==> config.mk <==
export PLATFORM = sky130hd
export DESIGN_NAME = record_deque_with_sort_core
export DESIGN_NICKNAME = d
export VERILOG_FILES = /design/src/hw/rtl/rdws_pkg.sv /design/src/hw/rtl/rdws_ram.sv /design/src/hw/rtl/record_deque_with_sort_core.sv
export SDC_FILE = /design/constraint.sdc
export NUM_CORES = 2
export LEC_CHECK = 0
export ABC_CLOCK_PERIOD_IN_PS = 12920
export BUFFER_PORTS_ARGS = -buffer_cell sky130_fd_sc_hd__buf_4
export CAP_MARGIN = 25
export CORE_MARGIN = 5
export CORE_UTILIZATION = 50
export DETAILED_ROUTE_END_ITERATION = 8
export GPL_TIMING_DRIVEN = 0
export PLACE_DENSITY = 0.76
export SLEW_MARGIN = 20
export SYNTH_ARGS = -nofsm -noshare
export SYNTH_HDL_FRONTEND = slang
export SYNTH_HIERARCHICAL = 1
export SYNTH_SLANG_ARGS = --single-unit
==> constraint.sdc <==
create_clock -name i_clk -period 12.92 [get_ports i_clk]
set_input_delay 1.292 -clock i_clk [delete_from_list [all_inputs] [get_ports i_clk]]
set_output_delay 1.292 -clock i_clk [all_outputs]
set_load 0.02 [all_outputs]
==> src/hw/rtl/rdws_pkg.sv <==
// ----------------------------------------------------------------------------
// rdws_pkg
// Types and codes shared by the record deque with sort.
// ----------------------------------------------------------------------------
package rdws_pkg;

    localparam int KEY_W   = 16;
    localparam int VALUE_W = 31;
    localparam int TOTAL_W = 35;
    localparam int COUNT_W = 5;

    localparam logic [2:0] OP_PUSH_BACK  = 3'd0;
    localparam logic [2:0] OP_PUSH_FRONT = 3'd1;
    localparam logic [2:0] OP_POP_FRONT  = 3'd2;
    localparam logic [2:0] OP_POP_BACK   = 3'd3;
    localparam logic [2:0] OP_SORT       = 3'd4;

    localparam logic [1:0] ST_OK    = 2'd0;
    localparam logic [1:0] ST_EMPTY = 2'd1;
    localparam logic [1:0] ST_FULL  = 2'd2;

    typedef struct packed {
        logic [2:0]         operation;
        logic [KEY_W-1:0]   record_key;
        logic [VALUE_W-1:0] record_value;
    } t_in_item;

    typedef struct packed {
        logic [KEY_W-1:0]   popped_key;
        logic [VALUE_W-1:0] popped_value;
        logic [COUNT_W-1:0] entry_count;
        logic [TOTAL_W-1:0] value_total;
        logic [1:0]         status;
    } t_out_item;

    typedef struct packed {
        logic [KEY_W-1:0]   key;
        logic [VALUE_W-1:0] value;
    } t_record;

    typedef enum logic [2:0] {
        S_IDLE,
        S_POP,
        S_SORT_P,
        S_SORT_Q,
        S_SORT_WB
    } t_state;

endpackage

==> src/hw/rtl/rdws_ram.sv <==
// ----------------------------------------------------------------------------
// rdws_ram
// Generic single-write, single-read RAM with registered read data.
// ----------------------------------------------------------------------------
module rdws_ram #(
    parameter int WIDTH = 8,
    parameter int DEPTH = 16
) (
    input  logic                     i_clk,
    input  logic                     i_wr_en,
    input  logic [$clog2(DEPTH)-1:0] i_wr_addr,
    input  logic [WIDTH-1:0]         i_wr_data,
    input  logic [$clog2(DEPTH)-1:0] i_rd_addr,
    output logic [WIDTH-1:0]         o_rd_data
);

    logic [WIDTH-1:0] r_mem [DEPTH];
    logic [WIDTH-1:0] r_rd_data;

    always_ff @(posedge i_clk) begin
        if (i_wr_en) begin
            r_mem[i_wr_addr] <= i_wr_data;
        end
        r_rd_data <= r_mem[i_rd_addr];
    end

    assign o_rd_data = r_rd_data;

endmodule

==> src/hw/rtl/record_deque_with_sort_core.sv <==
// ----------------------------------------------------------------------------
// record_deque_with_sort_core
// Double-ended queue of key/value records with an in-place exchange sort.
// ----------------------------------------------------------------------------
// A push result is registered on acceptance; a pop reads the record RAM and
// returns its result from S_POP. Each sort pass holds the record at position
// p in a register and compares it against one later record per cycle, all
// through the single read and write port of the record RAM. The input is
// stalled while an item is in progress or an output is held by i_out_stall.
// The store needs no clearing after reset.
// ----------------------------------------------------------------------------
module record_deque_with_sort_core
    import rdws_pkg::*;
#(
    parameter int DEPTH = 16
) (
    input  logic      i_clk,
    input  logic      i_rst_n,
    input  logic      i_in_valid,
    output logic      o_in_stall,
    input  t_in_item  i_in_item,
    output logic      o_out_valid,
    input  logic      i_out_stall,
    output t_out_item o_out_item
);

    localparam int AW = (DEPTH > 1) ? $clog2(DEPTH) : 1;
    localparam int CW = $clog2(DEPTH + 1);
    localparam int RW = KEY_W + VALUE_W;

    function automatic logic [AW-1:0] slot_of(input logic [AW-1:0] front,
                                              input logic [AW-1:0] pos);
        logic [AW:0] s;
        s = {1'b0, front} + {1'b0, pos};
        if (s >= (AW+1)'(DEPTH)) begin
            s = s - (AW+1)'(DEPTH);
        end
        return s[AW-1:0];
    endfunction

    t_state            r_state, n_state;
    logic [AW-1:0]     r_front, n_front;
    logic [CW-1:0]     r_count, n_count;
    logic [TOTAL_W-1:0] r_total, n_total;
    logic [AW-1:0]     r_p, n_p;
    logic [AW-1:0]     r_q, n_q;
    t_record           r_cur, n_cur;
    logic              r_pop_front, n_pop_front;
    logic              r_out_valid, n_out_valid;
    t_out_item         r_out_item, n_out_item;

    logic              ram_we;
    logic [AW-1:0]     ram_waddr;
    t_record           ram_wdata;
    logic [AW-1:0]     ram_raddr;
    t_record           ram_rdata;
    logic [RW-1:0]     ram_rdata_raw;

    logic              accept;
    logic              is_full;
    logic              is_empty;
    logic [CW-1:0]     count_m1;
    logic [AW-1:0]     last_pos;
    logic              q_last;
    logic              p_last;
    logic              swap;
    logic [AW-1:0]     p_inc;

    rdws_ram #(
        .WIDTH (RW),
        .DEPTH (DEPTH)
    ) u_ram (
        .i_clk     (i_clk),
        .i_wr_en   (ram_we),
        .i_wr_addr (ram_waddr),
        .i_wr_data (ram_wdata),
        .i_rd_addr (ram_raddr),
        .o_rd_data (ram_rdata_raw)
    );

    assign ram_rdata = ram_rdata_raw;

    assign o_in_stall = (r_state != S_IDLE) || (r_out_valid && i_out_stall);
    assign accept     = i_in_valid && !o_in_stall;
    assign is_full    = (r_count >= CW'(DEPTH));
    assign is_empty   = (r_count == '0);
    assign count_m1   = r_count - CW'(1);
    assign last_pos   = count_m1[AW-1:0];
    assign q_last     = (r_q == last_pos);
    assign p_inc      = r_p + AW'(1);
    assign p_last     = (p_inc == last_pos);
    assign swap       = (r_cur.key > ram_rdata.key);

    always_comb begin
        n_state = r_state;
        case (r_state)
            S_IDLE: begin
                if (accept) begin
                    case (i_in_item.operation)
                        OP_POP_FRONT, OP_POP_BACK: begin
                            if (!is_empty) begin
                                n_state = S_POP;
                            end
                        end
                        OP_SORT: begin
                            if (r_count >= CW'(2)) begin
                                n_state = S_SORT_P;
                            end
                        end
                        default: n_state = S_IDLE;
                    endcase
                end
            end
            S_POP:    n_state = S_IDLE;
            S_SORT_P: n_state = S_SORT_Q;
            S_SORT_Q: begin
                if (q_last) begin
                    n_state = S_SORT_WB;
                end
            end
            S_SORT_WB: n_state = p_last ? S_IDLE : S_SORT_P;
            default:   n_state = S_IDLE;
        endcase
    end

    always_comb begin
        logic      load_out;
        t_out_item res;
        n_front     = r_front;
        n_count     = r_count;
        n_total     = r_total;
        n_p         = r_p;
        n_q         = r_q;
        n_cur       = r_cur;
        n_pop_front = r_pop_front;
        ram_we      = 1'b0;
        ram_waddr   = '0;
        ram_wdata   = r_cur;
        ram_raddr   = '0;
        load_out    = 1'b0;
        res         = '0;

        case (r_state)
            S_IDLE: begin
                if (accept) begin
                    case (i_in_item.operation)
                        OP_PUSH_BACK, OP_PUSH_FRONT: begin
                            load_out = 1'b1;
                            if (is_full) begin
                                res.status = ST_FULL;
                            end else begin
                                ram_we          = 1'b1;
                                ram_wdata.key   = i_in_item.record_key;
                                ram_wdata.value = i_in_item.record_value;
                                if (i_in_item.operation == OP_PUSH_BACK) begin
                                    ram_waddr = slot_of(r_front, r_count[AW-1:0]);
                                end else begin
                                    n_front = (r_front == '0) ? AW'(DEPTH - 1)
                                                              : r_front - AW'(1);
                                    ram_waddr = n_front;
                                end
                                n_count = r_count + CW'(1);
                                n_total = r_total + TOTAL_W'(i_in_item.record_value);
                            end
                        end
                        OP_POP_FRONT, OP_POP_BACK: begin
                            if (is_empty) begin
                                load_out   = 1'b1;
                                res.status = ST_EMPTY;
                            end else begin
                                n_pop_front = (i_in_item.operation == OP_POP_FRONT);
                                ram_raddr   = n_pop_front ? r_front
                                                          : slot_of(r_front, last_pos);
                            end
                        end
                        OP_SORT: begin
                            if (r_count < CW'(2)) begin
                                load_out = 1'b1;
                            end else begin
                                n_p       = '0;
                                ram_raddr = r_front;
                            end
                        end
                        default: load_out = 1'b1;
                    endcase
                end
            end
            S_POP: begin
                load_out         = 1'b1;
                res.popped_key   = ram_rdata.key;
                res.popped_value = ram_rdata.value;
                n_count          = count_m1;
                n_total          = r_total - TOTAL_W'(ram_rdata.value);
                if (r_pop_front) begin
                    n_front = (r_front == AW'(DEPTH - 1)) ? '0 : r_front + AW'(1);
                end
            end
            S_SORT_P: begin
                n_cur     = ram_rdata;
                n_q       = p_inc;
                ram_raddr = slot_of(r_front, p_inc);
            end
            S_SORT_Q: begin
                if (swap) begin
                    ram_we    = 1'b1;
                    ram_waddr = slot_of(r_front, r_q);
                    ram_wdata = r_cur;
                    n_cur     = ram_rdata;
                end
                if (!q_last) begin
                    n_q       = r_q + AW'(1);
                    ram_raddr = slot_of(r_front, r_q + AW'(1));
                end
            end
            S_SORT_WB: begin
                ram_we    = 1'b1;
                ram_waddr = slot_of(r_front, r_p);
                ram_wdata = r_cur;
                if (p_last) begin
                    load_out = 1'b1;
                end else begin
                    n_p       = p_inc;
                    ram_raddr = slot_of(r_front, p_inc);
                end
            end
            default: ;
        endcase

        res.entry_count = COUNT_W'(n_count);
        res.value_total = n_total;

        n_out_valid = r_out_valid && i_out_stall;
        n_out_item  = r_out_item;
        if (load_out) begin
            n_out_valid = 1'b1;
            n_out_item  = res;
        end
    end

    always_ff @(posedge i_clk) begin
        if (!i_rst_n) begin
            r_state     <= S_IDLE;
            r_front     <= '0;
            r_count     <= '0;
            r_total     <= '0;
            r_out_valid <= 1'b0;
        end else begin
            r_state     <= n_state;
            r_front     <= n_front;
            r_count     <= n_count;
            r_total     <= n_total;
            r_out_valid <= n_out_valid;
        end
        r_p         <= n_p;
        r_q         <= n_q;
        r_cur       <= n_cur;
        r_pop_front <= n_pop_front;
        r_out_item  <= n_out_item;
    end

    assign o_out_valid = r_out_valid;
    assign o_out_item  = r_out_item;

endmodule
**Yosys cells after proc, flatten, opt, wreduce, memory -nomap -nowiden**

Memories as Yosys holds them, arrays and structs flattened. A register that Yosys moved wholly into a read port is not among the register bits.
Index checks and enable logic that the tools add are counted.

- Memories kept: 1
- Output and inout bits: 91
- Register bits after elaboration: 193
- Input port bits: 54
- Logic and storage cells: 165
- RAM bits: 752

- $lt $le $gt $ge: 10
- Multiplexer cells: 73
- Equality and inequality tests: 24
- Reduce and logical (&&, ||, !) cells: 21
- Bitwise gates (word level): 1
- Add/subtract/negate cells: 20

Memories:

| memory | words | bits a word | rd ports | clocked after memory_dff | write ports | RTL line | text |
|---|---|---|---|---|---|---|---|
| u_ram.r_mem | 16 | 47 | 1 | 1 | 1 | rdws_ram.sv:17 | `logic [WIDTH-1:0] r_mem [DEPTH];` |

Operator list:

| operator | number |
|---|---|
| 47-bit 2-to-1 mux | 5 |
| 4-bit 2-to-1 mux | 29 |
| 35-bit 2-to-1 mux | 3 |
| 47-bit case mux with 2 select lines | 1 |
| 35-bit case mux with 2 select lines | 1 |
| 35-bit by 31-bit adder with 35-bit output | 1 |
| 5-bit >= comparator, second input constant | 7 |
| 35-bit by 31-bit subtractor with 35-bit output | 1 |
| 4-bit case mux with 2 select lines | 4 |
| 4-bit by 4-bit adder with 5-bit output | 6 |
| 4-bit by 1-bit subtractor with 4-bit output, second input constant | 7 |
| 2-bit inequality test, second input constant | 10 |
| 16-bit > comparator | 1 |
| 4-bit case mux with 4 select lines | 1 |
| 5-bit 2-to-1 mux | 3 |
| 4-bit by 1-bit adder with 4-bit output, second input constant | 3 |
| 3-bit by 2-bit == test with 1-bit output, second input constant | 4 |
| 1-bit 2-to-1 mux | 12 |
| 3-bit 2-to-1 mux | 4 |
| 3-bit case mux with 4 select lines | 1 |
| 4-bit case mux with 3 select lines | 1 |
| 5-bit case mux with 2 select lines | 1 |
| 4-bit == test | 2 |
| 4-bit AND reduction | 2 |
| 27 further kinds | 39 |

**Depth between registers and ports, before layout**

- Word-level depth: 9
- Gate-level depth with buffers: 17
- Mapped depth without buffers: 14

**By module**

The synthesis kept the hierarchy.

By module, submodules not included:

| module | times used | cells an instance | area an instance (µm²) | seq. area each (µm²) |
|---|---|---|---|---|
| rdws_ram | 1 | 1217 | 29130.4 | 23522.6 |
| record_deque_with_sort_core | 1 | 1393 | 12748.5 | 5315.1 |

**Worst setup path after synthesis**

No wires, ideal clock.

- Kind: input -> register
- Start point: input i_out_stall
- End point: memory u_ram/r_mem[0][0] (netlist name), enable pin
- Stages on the path: 9
- Path buffers: 3
- Library setup time: 0.510 ns
- Slack: 5.922 ns
- Arrival: 6.488 ns
- Data required time: 12.410 ns
- Cell sequence: a21oi_1 nand3_1 or4_1 buf_2 buf_2 clkbuf_1 nand3_1 or3b_2 nor3_1

- Longest elaborated chain between the ends: 8
- Elaborated cells on any way between the ends: 10
- Those cells by class: 6 x mux; 4 x reduce/logical

Ends and longest elaborated chain:

| element | RTL line | text |
|---|---|---|
| start: declaration | record_deque_with_sort_core.sv:23 | `input logic i_out_stall,` |
| 1-bit logical AND | record_deque_with_sort_core.sv:83 | `assign o_in_stall = (r_state != S_IDLE) \|\| (r_out_valid && i_out_stall);` |
| 1-bit logical OR | record_deque_with_sort_core.sv:83 |  |
| 1-bit logical NOT | record_deque_with_sort_core.sv:84 | `assign accept = i_in_valid && !o_in_stall;` |
| 1-bit logical AND | record_deque_with_sort_core.sv:84 |  |
| 1-bit 2-to-1 mux | record_deque_with_sort_core.sv:145 | `if (accept) begin` |
| 1-bit case mux with 3 select lines | record_deque_with_sort_core.sv:143 | `case (r_state)` |
| via ram_we | record_deque_with_sort_core.sv:52 | `logic ram_we;` |
| 1-bit 2-to-1 mux | rdws_ram.sv:21 | `if (i_wr_en) begin` |
| 1-bit 2-to-1 mux (implied by the code) | rdws_ram.sv:22 | `r_mem[i_wr_addr] <= i_wr_data;` |
| end: declaration | rdws_ram.sv:17 |  |

The timed path passes the listed nets, and every way through them passes these cells.

**Worst setup path in the final report**

- Start point: input i_out_stall
- End point: memory u_ram/r_mem[8][32] (netlist name), enable pin

- Elaborated cells on any way between the ends: 10
- Those cells by class: 6 x mux; 4 x reduce/logical

RTL lines:

| element | RTL line | text |
|---|---|---|
| 1-bit logical AND | record_deque_with_sort_core.sv:83 |  |
| 1-bit logical OR | record_deque_with_sort_core.sv:83 |  |
| 1-bit logical NOT | record_deque_with_sort_core.sv:84 |  |
| 1-bit logical AND | record_deque_with_sort_core.sv:84 |  |
| 4-bit 2-to-1 mux | record_deque_with_sort_core.sv:145 |  |
| 4-bit case mux with 3 select lines | record_deque_with_sort_core.sv:143 |  |
| via ram_waddr[3] | record_deque_with_sort_core.sv:53 | `logic [AW-1:0] ram_waddr;` |

The timed path passes the listed nets, and every way through them passes these cells.

==> metrics <==
WHS=~0.43 ns; #FFs+latches synth=992; Final Cycle Share=45.1%; commonest non-fill, non-tap cells in the layout=edfxtp_1 (897), nand2_1 (283), mux4_2 (188); Critical Path RT=roughly 13 ns; Unique masters post-synth=~80; P per Cell Area=150 mW/mm²; clk slew on worst S/H paths=~0.060 ns; min setup slack post-route=roughly 7.1 ns; WL/cell=roughly 29 µm; H-tree level count=3; Inst Count DP=3897; Syn Area/Cell=approximately 16 µm²; Worst Setup SP=i_out_stall; core area=between 0.08 and 0.09 mm²; most frequent CP cell=buf_4; VDD IR max=~0.094 mV; largest net degree at the start of global routing=52; delay-heaviest family, CP=buffers and inverters; TritonCTS sink count=between 900 and 1000; # IOs=~150; Slowest Stage Delay on Critical Path=approximately 0.64 ns; initial core utilization=roughly 50%; Setup Viol. Count Final=0; Routability Congestion=around 0.95; via count of the routed design=~26000; Worst Tran Pin Value=about 1.2 ns; row cnt=between 100 and 150; first-pass GRT wire length=around 170000 µm; Synth area leader=edfxtp_1; Final Cell Area=0.0487 mm²; Tmin final=approximately 5.8 ns; nature of the critical path startpoint=primary input; worst-path maximum fanout=10; Achievable Freq=172 MHz; Buffers & Inverters on Critical Path=9; Post-Place Setup Slack=6.64 ns; Worst Clk Skew=between 0.015 and 0.02 ns; Post-Syn Nets=approximately 2800; mapped cell area=about 0.042 mm²; share of cells above drive strength 1=21.1%; cts repair resizes=0; start of the worst register-to-register path=r_state[1]; CTS tree=done; crit-path cells=buf_4 > a21oi_1 > nand3_1 > nor4_1 > buf_2 > buf_2 > buf_2 > o211ai_1 > o221ai_1 > nand3b_1 > nor3_2 > buf_4 > buf_6 > buf_4 > buf_4 > buf_6; most common cell after layout, fill and taps aside=edfxtp_1; Max Cap Viol=0; async set-reset flop share out of synthesis=0%; Skew-Pair Late Insertion Delay=about 0.67 ns; residual DRC count=0; First DRT Iteration DRCs=~3400; CP endpoint kind=flip-flop; CP max-delay cell=nor4_1; TritonRoute pass-1 iters=5; Hold-fix buffers, CTS=0; vias in the first global route=roughly 26000; die width=299 µm; Synthesis Warnings=6; initial antenna violation count=2; final core occ=between 50% and 60%; total gr overflow=0; final cell count without fillers=about 4100; remaining antenna violation count=0; Placed Area=between 0.04 and 0.05 mm²; crit path kind=in2reg; fin. max-slew vios=0; cell count after synthesis=around 2600; relative max-transition margin=approximately a fifth; DIE AREA=~0.09 mm²; area grow syn2layout=16.3%; sequential area share after synthesis=roughly 70%; Crit path arrival time=between 6 and 7 ns; IO buf count=144; Overall Global Routing Usage=about a quarter; root buf cell=clkbuf_16; Routed WL=between 100000 and 150000 µm; outcome=completed; final hold vios=0; top_reg_cell synth=edfxtp_1; hold path start=u_ram/o_rd_data[33]; dominant cells by area after synthesis=edfxtp_1 (64%), mux4_2 (10%), dfxtp_1 (4.5%), ha_1 (3.1%), nand2_1 (2.5%); Leak=17.1 nW; die height=roughly 300 µm; total CTS buffers=97; Clock Tree Buf Depth=3; hpwl dp=80300 µm; Setup Fix Bufs, Post-CTS=0; nets=between 3000 and 4000; EDFF count, synth=between 800 and 900; Setup Total Neg Slack=0 ns; Hold Path Class=reg2reg; post-synth top area share=about 64%; unrepaired setup endpoints after global routing=no; Total Power=around 7.3 mW; mean number of vias per cell=6.31
-- cells by family (layout without fill, tap and decap cells) --
kind of cell | Yosys count | after routing | synth area share [%]
and+or+nand+nor | 590 | 590 | 6.32
buffers and inverters | 202 | 590 | 2.15
muxes | 198 | 198 | 10.4
AOI/OAI and AO/OA | 439 | 439 | 7.20
adders and majority gates | 112 | 112 | 3.49
other | 0 | 1 | 0
DFF | 992 | 992 | 68.9
xor gates and xnor gates | 77 | 77 | 1.63
-- synthesized netlist by cell type, drive strengths merged (13+ instances only) --
| library cell | instances |
|---|---|
| nor2 | 119 |
| clkbuf | 69 |
| edfxtp | 897 |
| nand2b | 16 |
| o21ai | 68 |
| nor3 | 27 |
| a31oi | 19 |
| nand2 | 283 |
| a22oi | 103 |
| and3 | 15 |
| o21a | 14 |
| xnor2 | 46 |
| a21o | 32 |
| buf | 47 |
| dfxtp | 95 |
| nand4 | 15 |
| ha | 104 |
| mux4 | 188 |
| a21oi | 103 |
| and2 | 24 |
| o211ai | 13 |
| inv | 86 |
| xor2 | 31 |
| nand3 | 42 |
-- area by class of cell --
cell class                      count  area, µm²
Antenna cell                        1       2.50
Buffer                            116        582
Clock buffer                      130       2640
Clock inverter                     51        607
Fill cell                        6055      34700
Inverter                           86        323
Multi-Input combinational cell   1416      12300
Sequential cell                   992      28800
Tap cell                         1080       1350
Timing Repair Buffer              207       2070
-- final timing paths --
path / endpoint / slack (ns) / depth (start not counted)
worst max register to register: u_ram/r_mem[8][32] / 7.16 / 16
worst max-delay path: u_ram/r_mem[8][32] / 7.09 / 16
worst min register to register: r_cur[33] / 0.43 / 0
worst min-delay path: r_cur[33] / 0.43 / 0
-- flip-flops by register name, summed over array words and instances, names as in the netlist --
name	flops
r_count	5
r_state	3
r_total	35
r_pop_front	1
u_ram/r_mem	752
r_p	4
r_q	4
o_out_item	89
r_cur	47
o_out_valid	1
u_ram/o_rd_data	47
r_front	4
-- where the power goes --
part           switching, mW  leakage, nW  internal [mW]  total [mW]
combinational          0.493         6.57          0.274       0.767
clock                   1.23         1.56           1.65        2.89
sequential            0.0481         8.96           3.59        3.64
-- routing by layer --
| metal | vias up | GRT usage (%) | wire length (µm) |
|---|---|---|---|
| met4 | 2 | 10.5 | 5180 |
| met1 | 13000 | 33.1 | 43100 |
| met5 | - | 0 | 16 |
| li1 | 10900 | - | - |
| met3 | 301 | 5.16 | 10900 |
| met2 | 1570 | 44.0 | 58100 |
Note: power is estimated with default switching activity, not from simulation.
